File: src/hw/rtl/pla_pkg.sv
// ----------------------------------------------------------------------------
// pla_pkg: shared types and constants for the port lock arbiter
// Field widths, request and state codes, sequencer states, queue operations
// and the control bundle for the port store.
// ----------------------------------------------------------------------------
package pla_pkg;

  // fixed field widths on the streams
  localparam int CH_W        = 4;
  localparam int PMASK_W     = 32;
  localparam int RMASK_W     = 16;
  localparam int WCNT_W      = 5;
  localparam int CST_W       = 2;
  localparam int IN_TDATA_W  = 40;  // channel_index + port_mask, padded to bytes
  localparam int OUT_TDATA_W = 24;  // granted + caller_state + running_mask + waiting_count

  // request kind (in_tuser)
  localparam logic MODE_LOCK   = 1'b0;
  localparam logic MODE_UNLOCK = 1'b1;

  // caller state codes
  localparam logic [CST_W-1:0] CST_IDLE = 2'd0;
  localparam logic [CST_W-1:0] CST_WAIT = 2'd1;
  localparam logic [CST_W-1:0] CST_RUN  = 2'd2;

  typedef enum logic [2:0] {
    S_IDLE,
    S_EXEC,
    S_REBUILD,
    S_PRIME,
    S_SCAN,
    S_DONE
  } state_t;

  typedef enum logic [1:0] {
    Q_NONE,
    Q_PUSH,
    Q_KEEP,
    Q_DROP
  } q_op_t;

  typedef struct packed {
    logic wr;           // write new port mask for the caller
    logic busy_clr;     // clear busy mask (start of rebuild)
    logic busy_or_new;  // OR new port mask into busy
    logic busy_or_rd;   // OR read-back port mask into busy
  } pst_ctl_t;

endpackage

File: src/hw/rtl/pla_wait_queue.sv
// ----------------------------------------------------------------------------
// pla_wait_queue: FIFO of waiting channels
// Shift-register queue. Push appends at the tail; a scan step pops the head
// and either drops it or re-appends it at the tail, so one full pass keeps
// the order of the entries that stay.
// ----------------------------------------------------------------------------
module pla_wait_queue #(
  parameter int NUM_CHANNELS = 16,
  parameter int CH_IDX_W     = 4,
  parameter int LEN_W        = 5
) (
  input  logic                clk,
  input  logic                rst_n,
  input  pla_pkg::q_op_t      op,
  input  logic [CH_IDX_W-1:0] push_id,
  output logic [CH_IDX_W-1:0] head,
  output logic [CH_IDX_W-1:0] next_head,
  output logic [LEN_W-1:0]    len
);
  import pla_pkg::*;

  logic [CH_IDX_W-1:0] q_r   [NUM_CHANNELS];
  logic [CH_IDX_W-1:0] q_nxt [NUM_CHANNELS];
  logic [LEN_W-1:0]    len_r, len_nxt, len_m1;

  assign head      = q_r[0];
  assign next_head = (len_r > LEN_W'(1)) ? q_r[1] : q_r[0];
  assign len       = len_r;
  assign len_m1    = len_r - LEN_W'(1);

  always_comb begin
    q_nxt   = q_r;
    len_nxt = len_r;
    case (op)
      Q_PUSH: begin
        for (int j = 0; j < NUM_CHANNELS; j++) begin
          if (LEN_W'(j) == len_r) q_nxt[j] = push_id;
        end
        len_nxt = len_r + LEN_W'(1);
      end
      Q_KEEP, Q_DROP: begin
        for (int j = 0; j < NUM_CHANNELS - 1; j++) begin
          q_nxt[j] = q_r[j+1];
        end
        if (op == Q_KEEP) begin
          for (int j = 0; j < NUM_CHANNELS; j++) begin
            if (LEN_W'(j) == len_m1) q_nxt[j] = q_r[0];
          end
        end else begin
          len_nxt = len_m1;
        end
      end
      default: begin
        q_nxt   = q_r;
        len_nxt = len_r;
      end
    endcase
  end

  always_ff @(posedge clk) begin
    q_r <= q_nxt;
  end

  always_ff @(posedge clk) begin
    if (!rst_n) begin
      len_r <= '0;
    end else begin
      len_r <= len_nxt;
    end
  end

endmodule

File: src/hw/rtl/pla_port_store.sv
// ----------------------------------------------------------------------------
// pla_port_store: per-channel port masks and the busy-port mask
// One-write, one-read memory of port masks with registered read, the busy
// register, and the two conflict checks against it (new mask and read-back mask).
// ----------------------------------------------------------------------------
module pla_port_store #(
  parameter int NUM_CHANNELS = 16,
  parameter int NUM_PORTS    = 32,
  parameter int CH_IDX_W     = 4
) (
  input  logic                 clk,
  input  logic                 rst_n,
  input  pla_pkg::pst_ctl_t    ctl,
  input  logic [CH_IDX_W-1:0]  wr_addr,
  input  logic [CH_IDX_W-1:0]  rd_addr,
  input  logic [NUM_PORTS-1:0] new_ports,
  output logic                 new_conflict,
  output logic                 rd_conflict
);
  import pla_pkg::*;

  logic [NUM_PORTS-1:0] mem_r [NUM_CHANNELS];
  logic [NUM_PORTS-1:0] rd_ports_r;
  logic [NUM_PORTS-1:0] busy_r, busy_nxt;

  always_ff @(posedge clk) begin
    if (ctl.wr) mem_r[wr_addr] <= new_ports;
    rd_ports_r <= mem_r[rd_addr];
  end

  assign new_conflict = |(new_ports & busy_r);
  assign rd_conflict  = |(rd_ports_r & busy_r);

  always_comb begin
    if (ctl.busy_clr) begin
      busy_nxt = '0;
    end else begin
      busy_nxt = busy_r
               | (ctl.busy_or_new ? new_ports : '0)
               | (ctl.busy_or_rd ? rd_ports_r : '0);
    end
  end

  always_ff @(posedge clk) begin
    if (!rst_n) begin
      busy_r <= '0;
    end else begin
      busy_r <= busy_nxt;
    end
  end

endmodule

File: src/hw/rtl/port_lock_fifo_arbiter_core.sv
// ----------------------------------------------------------------------------
// port_lock_fifo_arbiter_core: port lock manager with FIFO wait queue
// Channels lock sets of shared ports; conflicting lockers wait in arrival
// order and are promoted when the ports they need come free.
// ----------------------------------------------------------------------------
// Lock, or unlock of an idle channel: EXEC, then DONE, then the result.
// Unlock of a waiting channel: EXEC, PRIME, SCAN, DONE; the queue scan checks
// one waiter a cycle over W waiters, W = queue length before unlock. Unlock of
// a running channel adds REBUILD before PRIME (busy mask rebuild reads every stored port mask).
// One request in flight; in_tready is high only while idle.
// Reset (rst_n low, synchronous): all channels idle, queue empty, no result.
// ----------------------------------------------------------------------------
module port_lock_fifo_arbiter_core #(
  parameter int NUM_CHANNELS = 16,
  parameter int NUM_PORTS    = 32
) (
  input  logic                             clk,
  input  logic                             rst_n,
  // request stream
  input  logic                             in_tvalid,
  output logic                             in_tready,
  input  logic [pla_pkg::IN_TDATA_W-1:0]   in_tdata,   // [3:0] channel_index, [35:4] port_mask
  input  logic                             in_tuser,   // [0] mode (0 lock, 1 unlock)
  // result stream
  output logic                             out_tvalid,
  input  logic                             out_tready,
  output logic [pla_pkg::OUT_TDATA_W-1:0]  out_tdata   // [0] granted, [2:1] caller_state,
                                                       // [18:3] running_mask,
                                                       // [23:19] waiting_count
);
  import pla_pkg::*;

  localparam int CH_IDX_W = $clog2(NUM_CHANNELS);
  localparam int LEN_W    = $clog2(NUM_CHANNELS + 1);

  // sequencer
  state_t state_r, state_nxt;

  // captured request
  logic                 req_unlock_r, req_unlock_nxt;
  logic [CH_W-1:0]      req_ch_r, req_ch_nxt;
  logic [NUM_PORTS-1:0] req_ports_r, req_ports_nxt;

  // per-channel status
  logic [NUM_CHANNELS-1:0] run_r, run_nxt;
  logic [NUM_CHANNELS-1:0] wait_r, wait_nxt;

  // rebuild / scan bookkeeping
  logic [CH_IDX_W-1:0] cnt_r, cnt_nxt;    // rebuild read pointer
  logic [LEN_W-1:0]    rem_r, rem_nxt;    // waiters left to check
  logic                pend_r, pend_nxt;  // rebuild read in flight belongs to a runner

  // result register
  logic                   out_valid_r, out_valid_nxt;
  logic [OUT_TDATA_W-1:0] out_data_r, out_data_nxt;

  // submodule links
  q_op_t                q_op;
  logic [CH_IDX_W-1:0]  q_head, q_next_head;
  logic [LEN_W-1:0]     q_len;
  pst_ctl_t             pst_ctl;
  logic [CH_IDX_W-1:0]  rd_addr;
  logic                 new_conflict, rd_conflict;

  // request decode
  logic                ch_ok;
  logic [CH_IDX_W-1:0] ch_idx;
  logic                res_granted;
  logic [CST_W-1:0]    res_cstate;
  logic [RMASK_W-1:0]  res_rmask;
  logic [WCNT_W-1:0]   res_wcnt;

  assign ch_ok  = int'(req_ch_r) < NUM_CHANNELS;
  assign ch_idx = CH_IDX_W'(req_ch_r);

  // port masks wider than NUM_PORTS are cut, narrower ones zero-extended
  assign req_ports_nxt = (state_r == S_IDLE) ? NUM_PORTS'(in_tdata[CH_W +: PMASK_W])
                                             : req_ports_r;

  pla_wait_queue #(
    .NUM_CHANNELS (NUM_CHANNELS),
    .CH_IDX_W     (CH_IDX_W),
    .LEN_W        (LEN_W)
  ) u_wait_queue (
    .clk       (clk),
    .rst_n     (rst_n),
    .op        (q_op),
    .push_id   (ch_idx),
    .head      (q_head),
    .next_head (q_next_head),
    .len       (q_len)
  );

  pla_port_store #(
    .NUM_CHANNELS (NUM_CHANNELS),
    .NUM_PORTS    (NUM_PORTS),
    .CH_IDX_W     (CH_IDX_W)
  ) u_port_store (
    .clk          (clk),
    .rst_n        (rst_n),
    .ctl          (pst_ctl),
    .wr_addr      (ch_idx),
    .rd_addr      (rd_addr),
    .new_ports    (req_ports_r),
    .new_conflict (new_conflict),
    .rd_conflict  (rd_conflict)
  );

  // result fields; running_mask only shows channels 0..15
  for (genvar c = 0; c < RMASK_W; c++) begin : g_rmask
    if (c < NUM_CHANNELS) begin : g_on
      assign res_rmask[c] = run_r[c];
    end else begin : g_off
      assign res_rmask[c] = 1'b0;
    end
  end

  assign res_granted = ch_ok && (req_unlock_r == MODE_LOCK) && run_r[ch_idx];
  assign res_wcnt    = WCNT_W'(q_len);

  always_comb begin
    if (!ch_ok) begin
      res_cstate = CST_IDLE;
    end else if (run_r[ch_idx]) begin
      res_cstate = CST_RUN;
    end else if (wait_r[ch_idx]) begin
      res_cstate = CST_WAIT;
    end else begin
      res_cstate = CST_IDLE;
    end
  end

  assign in_tready  = (state_r == S_IDLE);
  assign out_tvalid = out_valid_r;
  assign out_tdata  = out_data_r;

  // next state and datapath control
  always_comb begin
    state_nxt      = state_r;
    req_unlock_nxt = req_unlock_r;
    req_ch_nxt     = req_ch_r;
    run_nxt        = run_r;
    wait_nxt       = wait_r;
    cnt_nxt        = cnt_r;
    rem_nxt        = rem_r;
    pend_nxt       = pend_r;
    out_data_nxt   = out_data_r;
    out_valid_nxt  = out_valid_r && !out_tready;
    q_op           = Q_NONE;
    pst_ctl        = '0;
    rd_addr        = q_head;

    case (state_r)
      S_IDLE: begin
        if (in_tvalid) begin
          req_unlock_nxt = in_tuser;
          req_ch_nxt     = in_tdata[CH_W-1:0];
          state_nxt      = S_EXEC;
        end
      end

      S_EXEC: begin
        state_nxt = S_DONE;
        if (ch_ok) begin
          if (req_unlock_r == MODE_LOCK) begin
            // lock from idle: record ports, then run or queue
            if (!run_r[ch_idx] && !wait_r[ch_idx]) begin
              pst_ctl.wr = 1'b1;
              if (new_conflict && (q_len < LEN_W'(NUM_CHANNELS))) begin
                q_op             = Q_PUSH;
                wait_nxt[ch_idx] = 1'b1;
              end else begin
                run_nxt[ch_idx]     = 1'b1;
                pst_ctl.busy_or_new = 1'b1;
              end
            end
          end else if (wait_r[ch_idx]) begin
            // caller leaves the queue during the scan pass
            wait_nxt[ch_idx] = 1'b0;
            rem_nxt          = q_len;
            pend_nxt         = 1'b0;
            state_nxt        = S_PRIME;
          end else if (run_r[ch_idx]) begin
            run_nxt[ch_idx]  = 1'b0;
            pst_ctl.busy_clr = 1'b1;
            cnt_nxt          = '0;
            pend_nxt         = 1'b0;
            rem_nxt          = q_len;
            state_nxt        = S_REBUILD;
          end
        end
      end

      S_REBUILD: begin
        // one stored mask read per cycle, ORed into busy in the cycle after
        rd_addr            = cnt_r;
        pst_ctl.busy_or_rd = pend_r;
        pend_nxt           = run_r[cnt_r];
        cnt_nxt            = cnt_r + CH_IDX_W'(1);
        if (cnt_r == CH_IDX_W'(NUM_CHANNELS - 1)) state_nxt = S_PRIME;
      end

      S_PRIME: begin
        // finish last rebuild read, fetch head's ports
        pst_ctl.busy_or_rd = pend_r;
        rd_addr            = q_head;
        state_nxt          = (rem_r == '0) ? S_DONE : S_SCAN;
      end

      S_SCAN: begin
        rd_addr = q_next_head;
        rem_nxt = rem_r - LEN_W'(1);
        if (q_head == ch_idx) begin
          q_op = Q_DROP;
        end else if (!rd_conflict) begin
          q_op               = Q_DROP;
          run_nxt[q_head]    = 1'b1;
          wait_nxt[q_head]   = 1'b0;
          pst_ctl.busy_or_rd = 1'b1;
        end else begin
          q_op = Q_KEEP;
        end
        if (rem_r == LEN_W'(1)) state_nxt = S_DONE;
      end

      S_DONE: begin
        if (!out_valid_r || out_tready) begin
          out_valid_nxt = 1'b1;
          out_data_nxt  = {res_wcnt, res_rmask, res_cstate, res_granted};
          state_nxt     = S_IDLE;
        end
      end

      default: begin
        state_nxt = S_IDLE;
      end
    endcase
  end

  always_ff @(posedge clk) begin
    if (!rst_n) begin
      state_r     <= S_IDLE;
      run_r       <= '0;
      wait_r      <= '0;
      cnt_r       <= '0;
      rem_r       <= '0;
      pend_r      <= 1'b0;
      out_valid_r <= 1'b0;
    end else begin
      state_r     <= state_nxt;
      run_r       <= run_nxt;
      wait_r      <= wait_nxt;
      cnt_r       <= cnt_nxt;
      rem_r       <= rem_nxt;
      pend_r      <= pend_nxt;
      out_valid_r <= out_valid_nxt;
    end
  end

  always_ff @(posedge clk) begin
    req_unlock_r <= req_unlock_nxt;
    req_ch_r     <= req_ch_nxt;
    req_ports_r  <= req_ports_nxt;
    out_data_r   <= out_data_nxt;
  end

endmodule

File: config.mk
export PLATFORM = sky130hd
export DESIGN_NAME = port_lock_fifo_arbiter_core
export DESIGN_NICKNAME = d
export VERILOG_FILES = /design/src/hw/rtl/pla_pkg.sv /design/src/hw/rtl/pla_wait_queue.sv /design/src/hw/rtl/pla_port_store.sv /design/src/hw/rtl/port_lock_fifo_arbiter_core.sv
export SDC_FILE = /design/constraint.sdc
export NUM_CORES = 1
export LEC_CHECK = 0
export ABC_CLOCK_PERIOD_IN_PS = 11290
export BUFFER_PORTS_ARGS = -buffer_cell sky130_fd_sc_hd__buf_2
export CAP_MARGIN = 20
export CORE_AREA = 2 2 224 226
export CTS_BUF_LIST = sky130_fd_sc_hd__clkbuf_8 sky130_fd_sc_hd__clkbuf_16
export CTS_CLUSTER_DIAMETER = 40
export DETAILED_ROUTE_END_ITERATION = 8
export DIE_AREA = 0 0 226 228
export GPL_TIMING_DRIVEN = 1
export PLACE_DENSITY_LB_ADDON = 0.05
export SYNTH_ARGS = -nofsm -noshare
export SYNTH_HDL_FRONTEND = slang
export SYNTH_HIERARCHICAL = 1
export SYNTH_SLANG_ARGS = --single-unit
File: constraint.sdc
create_clock -name clk -period 11.29 [get_ports clk]
set_input_delay 0.5645 -clock clk [delete_from_list [all_inputs] [get_ports clk]]
set_output_delay 0.5645 -clock clk [all_outputs]
set_load 0.01 [all_outputs]
Word level (Yosys, flattened, before mapping)
Memories as Yosys holds them, arrays and structs flattened. A register that Yosys moved wholly into a read port is not among the register bits.
Index checks and enable logic that the tools add are counted.
{"block": "classes", "n_mux": 109, "n_addsub": 4, "n_lt_le_gt_ge": 7, "eq_ne": 77, "n_reduce_logical": 48, "n_bitwise": 14}
{"cell": "two-way mux 16 bit", "n": 13}
{"cell": "two-way mux 4 bit", "n": 36}
{"cell": "case mux 64 bit (2 select lines)", "n": 1}
{"cell": "== test 4 x 5 -> 1 bit, first input constant", "n": 16}
{"cell": "AND 32 bit", "n": 2}
{"cell": "two-way mux 32 bit", "n": 2}
{"cell": "two-way mux 64 bit", "n": 1}
{"cell": "bitwise OR 32 bit", "n": 2}
{"cell": "case mux 16 bit (2 select lines)", "n": 2}
{"cell": "OR reduction 32 bit", "n": 2}
{"cell": "AND 16 bit", "n": 3}
{"cell": "bitwise OR 16 bit", "n": 3}
{"cell": "== test 3 x 5 -> 1 bit, first input constant", "n": 8}
{"cell": "inequality test 2 x 1 -> 1 bit, second input constant", "n": 18}
{"cell": "AND reduction 2 bit", "n": 17}
{"cell": "NOT 16 bit", "n": 2}
{"cell": "two-way mux 1 bit", "n": 29}
{"cell": "two-way mux 3 bit", "n": 8}
{"cell": "inequality test 3 bit, second input constant", "n": 8}
{"cell": "== test 2 x 5 -> 1 bit, first input constant", "n": 4}
{"cell": "two-way mux 5 bit", "n": 4}
{"cell": "inequality test 2 bit, second input constant", "n": 10}
{"cell": "case mux 5 bit (2 select lines)", "n": 2}
{"cell": "case mux 3 bit (6 select lines)", "n": 1}
{"cell": "33 further kinds", "n": 65}
{"block": "word_totals", "n_memories": 1, "input_bits": 45, "ramBits": 512, "elab_cells": 290, "ff_bits": 208}
{"memory": "u_port_store.mem_r", "depth": 16, "width": 32, "rd": 1, "rd_clocked_by_memory_dff": 1, "write_ports": 1, "line": "pla_port_store.sv:22", "text": "logic [NUM_PORTS-1:0] mem_r [NUM_CHANNELS];"}

Longest topological paths before layout
{"block": "logic_depth", "depth_word": 11, "ltp_mapped": 14, "mapped_depth_nobuf": 10}

By module
The synthesis kept the hierarchy.
{"mod": "pla_port_store", "cells_per_inst": 986, "area_per_inst_um2": 21222.9, "seq_area_each_um2": 16656.0, "instances": 1}
{"mod": "port_lock_fifo_arbiter_core", "cells_per_inst": 574, "area_per_inst_um2": 5930.7, "seq_area_each_um2": 2752.6, "instances": 1}
{"mod": "pla_wait_queue", "cells_per_inst": 457, "area_per_inst_um2": 4461.8, "seq_area_each_um2": 2021.9, "instances": 1}

Worst setup path before layout
OpenSTA, ideal clock, no wires.
{"block": "synth_timing", "kind": "flip-flop to flip-flop", "start": "register req_ch_r[1], in the netlist ch_idx[1]", "end": "memory u_port_store.mem_r[0][0] (enable)", "t_required_ps": 10829, "setup_ps": 461, "path_buffers": 1, "arrival_time_ps": 4909, "path_stages_with_launch": 8, "setup_slack_ps": 5921, "synth_period_minus_slack_ps": 5369, "path_cell_list": "edfxtp_1 > buf_6 > mux4_2 > mux2_4 > or3_4 > a21oi_1 > or3b_2 > nor3_1"}
{"item": "start: declaration", "line": "port_lock_fifo_arbiter_core.sv:41", "text": "logic [CH_W-1:0] req_ch_r, req_ch_nxt;"}
{"item": "start signal: assignment", "line": "port_lock_fifo_arbiter_core.sv:262", "text": "req_ch_r <= req_ch_nxt;"}
{"item": "end: declaration", "line": "pla_port_store.sv:22"}

Worst setup path in the final report
{"block": "layout_timing", "start": "register u_wait_queue.len_r[1], in the netlist u_wait_queue/len[1]", "end": "register u_port_store.rd_ports_r[12] (read register of u_port_store.mem_r)"}
{"block": "layout_between", "elab_chain_cells": 3}
{"item": "start: declaration", "line": "pla_wait_queue.sv:24", "text": "logic [LEN_W-1:0] len_r, len_nxt, len_m1;"}
{"item": "start signal: assignment", "line": "pla_wait_queue.sv:68", "text": "len_r <= len_nxt;"}
{"item": "greater-than comparator 5 x 1 -> 1 bit", "line": "pla_wait_queue.sv:27", "text": "assign next_head = (len_r > LEN_W'(1)) ? q_r[1] : q_r[0];"}
{"item": "two-way mux 4 bit", "line": "pla_wait_queue.sv:27"}
{"item": "via q_next_head[0]", "line": "port_lock_fifo_arbiter_core.sv:59", "text": "logic [CH_IDX_W-1:0] q_head, q_next_head;"}
{"item": "case mux 4 bit (2 select lines)", "line": "port_lock_fifo_arbiter_core.sv:153", "text": "case (state_r)"}
{"item": "via rd_addr[0]", "line": "port_lock_fifo_arbiter_core.sv:62", "text": "logic [CH_IDX_W-1:0] rd_addr;"}
{"item": "end: declaration", "line": "pla_port_store.sv:23", "text": "logic [NUM_PORTS-1:0] rd_ports_r;"}
The timed path passes the listed nets, and every way through them passes these cells.
A chain may end at the register's enable or synchronous reset.

==> flow_summary.toml <==
[floorplan]
dieArea_um2 = 51500
rows = 82
fp.dieW_um = 226
core_um2 = 49300
start_util_pct = 64.1
die_h_um = 228
boundaryPins = 71

[sta]
fin_skew_ns = 0.0124
rsz0062_at_grt = "false"
period_share_pct = 46.1
slew_viol_final = 0
slew_headroom_pct = 28.8
finalHoldViolations = 0
setup_slack_ns = 6.09
setup-tns-final_ns = 0
fmax_mhz = 192
setup_viol = 0
tightest_slew_ns = 1.06
fin_crit_ns = 5.20

[clock_tree]
insertion_delay_ns = 0.63
cts-hold-fix-buffers = 0
ctsLongestPathBuffers = 3
numCtsBuffers = 98
post-cts-setup-buffer-count = 0
path_clk_slew_ns = 0.06
cts_resized = 0
cts_tree = "done"
root_buffer = "clkbuf_16"
cts_max_level = 3
clock-sinks = 752

[worst_setup_path]
cp.required_ns = 11.79
critPathKind = "reg -> reg"
crit_path_end_kind = "flop"
worstPathMaxFanout = 34
cp-start-kind = "flop"
cpPeakStageDelay_ns = 0.73
r2r_cells = 11
critPathSlowestCell = "dfxtp_1"
arrival_ns = 5.71
path_cells = "inv_1, ha_1, o21ai_0, mux2_2, a22oi_1, nand2_4, buf_4, buf_4, mux4_2, a22oi_1, nand2_1"

[global_routing]
grt_max_degree = 104
grt_pass1_wl_um = 113000
grt-ovfl-total = 0
grt_pass1_vias = 18700
grt.total_usage_pct = 29.4
antenna_found_initial = 0

[power]
power_frac_comb_pct = 31.8
power_frac_clock_pct = 29.5
swShare_pct = 34.6
irDropWorstVdd_mv = 0.176
p_sw_mw = 3.63
power_leakage_nw = 12.0
p_total_mw = 10.5
p_int_mw = 6.87
power_density_nw_per_um2 = 292
p_seq_share_pct = 38.7

[drt]
vias_per_cell = 6.74
ant_nets = 0
first_iter_violations = 2033
drt_pass1_iterations = 5
wl_per_cell_um = 26.1
drc = 0
wirelength_um = 73800
num_vias = 19100

[synthesis]
ys_warn_count = 6
synth_edf_count = 637
syn_area_per_cell_um2 = 15.7
synthCells = 2017
synth_top_area_share_pct = 60.5
synthDistinctLibCells = 84
synth-seq-area-share_pct = 67.8
async_flop_share_pct = 0
synth_seq_cells = 752
synth_largest_area_cell = "edfxtp_1"
synth_area_um2 = 31600
ys.flop_type = "edfxtp_1"
syn-num-nets = 2073
yosys-top-cells-area = "edfxtp_1, mux4_2, dfxtp_1, a22oi_1, nand2_1"

[min_path]
min_path_cells = 1
hold_path.class = "in -> reg"

[layout]
final_cell_mix = "edfxtp_1, nand2_1, mux4_2"
syn_to_final_growth_pct = 13.6
final_common_cell = "edfxtp_1"
fin_nets = 2132
drive_above_1_share_pct = 23.5
fin_cells = 2832
antenna_cells = 0

[place]
gp_congestion = 0.843
hpwl_um = 39900
place_ws_ns = 6.07
port_buffers = 66
placedCellCount = 2643

[job]
cap_viol_max_count = 0

[run_status]
status = "finished clean"
[state kept, by name, summed over array words and instances, names as in the netlist, 5 cells and up, named ones only]
register,cells
out_tdata,24
rem_r,5
req_ports_r,32
u_port_store/busy_r,32
u_port_store/mem_r,512
u_port_store/rd_ports_r,32
u_wait_queue/len,5
u_wait_queue/q_r,60
[metal layers]
| layer | track usage, % | vias up | wire, um |
|---|---|---|---|
| li1 | - | 8287 | - |
| met1 | 41.7 | 9737 | 30100 |
| met2 | 46.4 | 931 | 36000 |
| met3 | 5.81 | 125 | 6020 |
| met4 | 9.46 | 0 | 1720 |
| met5 | 0 | - | 0 |
[power groups by stage]
stage / Sequential [mW] / Combinational (mW) / Clock (mW)
detailed placement: 4.11 / 3.30 / 0
floorplan: 3.91 / 2.58 / 0
global route: 4.12 / 3.61 / 3.26
finish: 4.06 / 3.34 / 3.10
global placement: 4.09 / 3.23 / 0
CTS: 4.06 / 3.32 / 3.14
[final timing paths]
| kind | to | from | slack [ns] |
|---|---|---|---|
| hold / removal | req_ports_r[9]$_DFFE_PP_ | in_tdata[13] | 0.10 |
| setup / recovery | u_port_store/rd_ports_r[12]$_DFF_P_ | u_wait_queue/len[1]$_SDFFE_PN0P_ | 6.09 |
| hold reg to reg | rem_r[0]$_SDFFE_PN0P_ | rem_r[0]$_SDFFE_PN0P_ | 0.51 |
| setup reg to reg | u_port_store/rd_ports_r[12]$_DFF_P_ | u_wait_queue/len[1]$_SDFFE_PN0P_ | 6.09 |
[worst max-delay path, delay by kind of cell (launching register included)]
family / cells / cell delay [ns]
buf+inv: 3 / 1.47
compound gates: 3 / 1.00
mux: 2 / 0.85
fa+ha+maj: 1 / 0.37
simple gates: 2 / 0.63
flops: 1 / 0.73
[through the flow]
| step | area, um^2 | hold slack (ns) | util [%] |
|---|---|---|---|
| floorplan | 31600 | 0.454 | - |
| finish | 35900 | 0.101 | 72.8 |
| global route | 35900 | 0.0731 | 72.8 |
| detailed placement | 32500 | 0.493 | 65.9 |
| global placement | 32500 | 0.484 | 65.8 |
| CTS | 35900 | 0.0665 | 72.7 |
[kinds of logic (layout without fill, tap and decap cells)]
logic type | Yosys count | after routing | synth area share [%]
compound gates | 508 | 508 | 11.8
xor+xnor | 13 | 13 | 0.360
fa+ha+maj | 11 | 11 | 0.435
buf+inv | 171 | 314 | 2.73
flops | 752 | 752 | 67.8
mux | 161 | 161 | 10.8
simple gates | 401 | 401 | 6.00
[final cells by class]
cell class	instances	area, um^2
fillers	3036	13400
inverters	14	52.6
repair buffers	116	754
multi-input cells	1094	9490
clock buffers	103	2530
clock inverters	81	822
well taps	672	841
flip-flops and latches	752	21400
[synthesized netlist by cell type, types with 17 or more instances]
library cell and number:
o211ai_1 28, edfxtp_1 637, nand2_1 167, buf_4 19, a21oi_1 54, nand2b_1 17
a221oi_1 32, dfxtp_1 115, a22oi_1 100, o21ai_0 65, buf_2 40, mux4_2 140
o21ai_1 17, a2bb2oi_1 28, nor2_1 102, clkbuf_1 73, a211oi_2 17, a21o_1 27
a31oi_1 64
(Power assumes the default switching activity.)
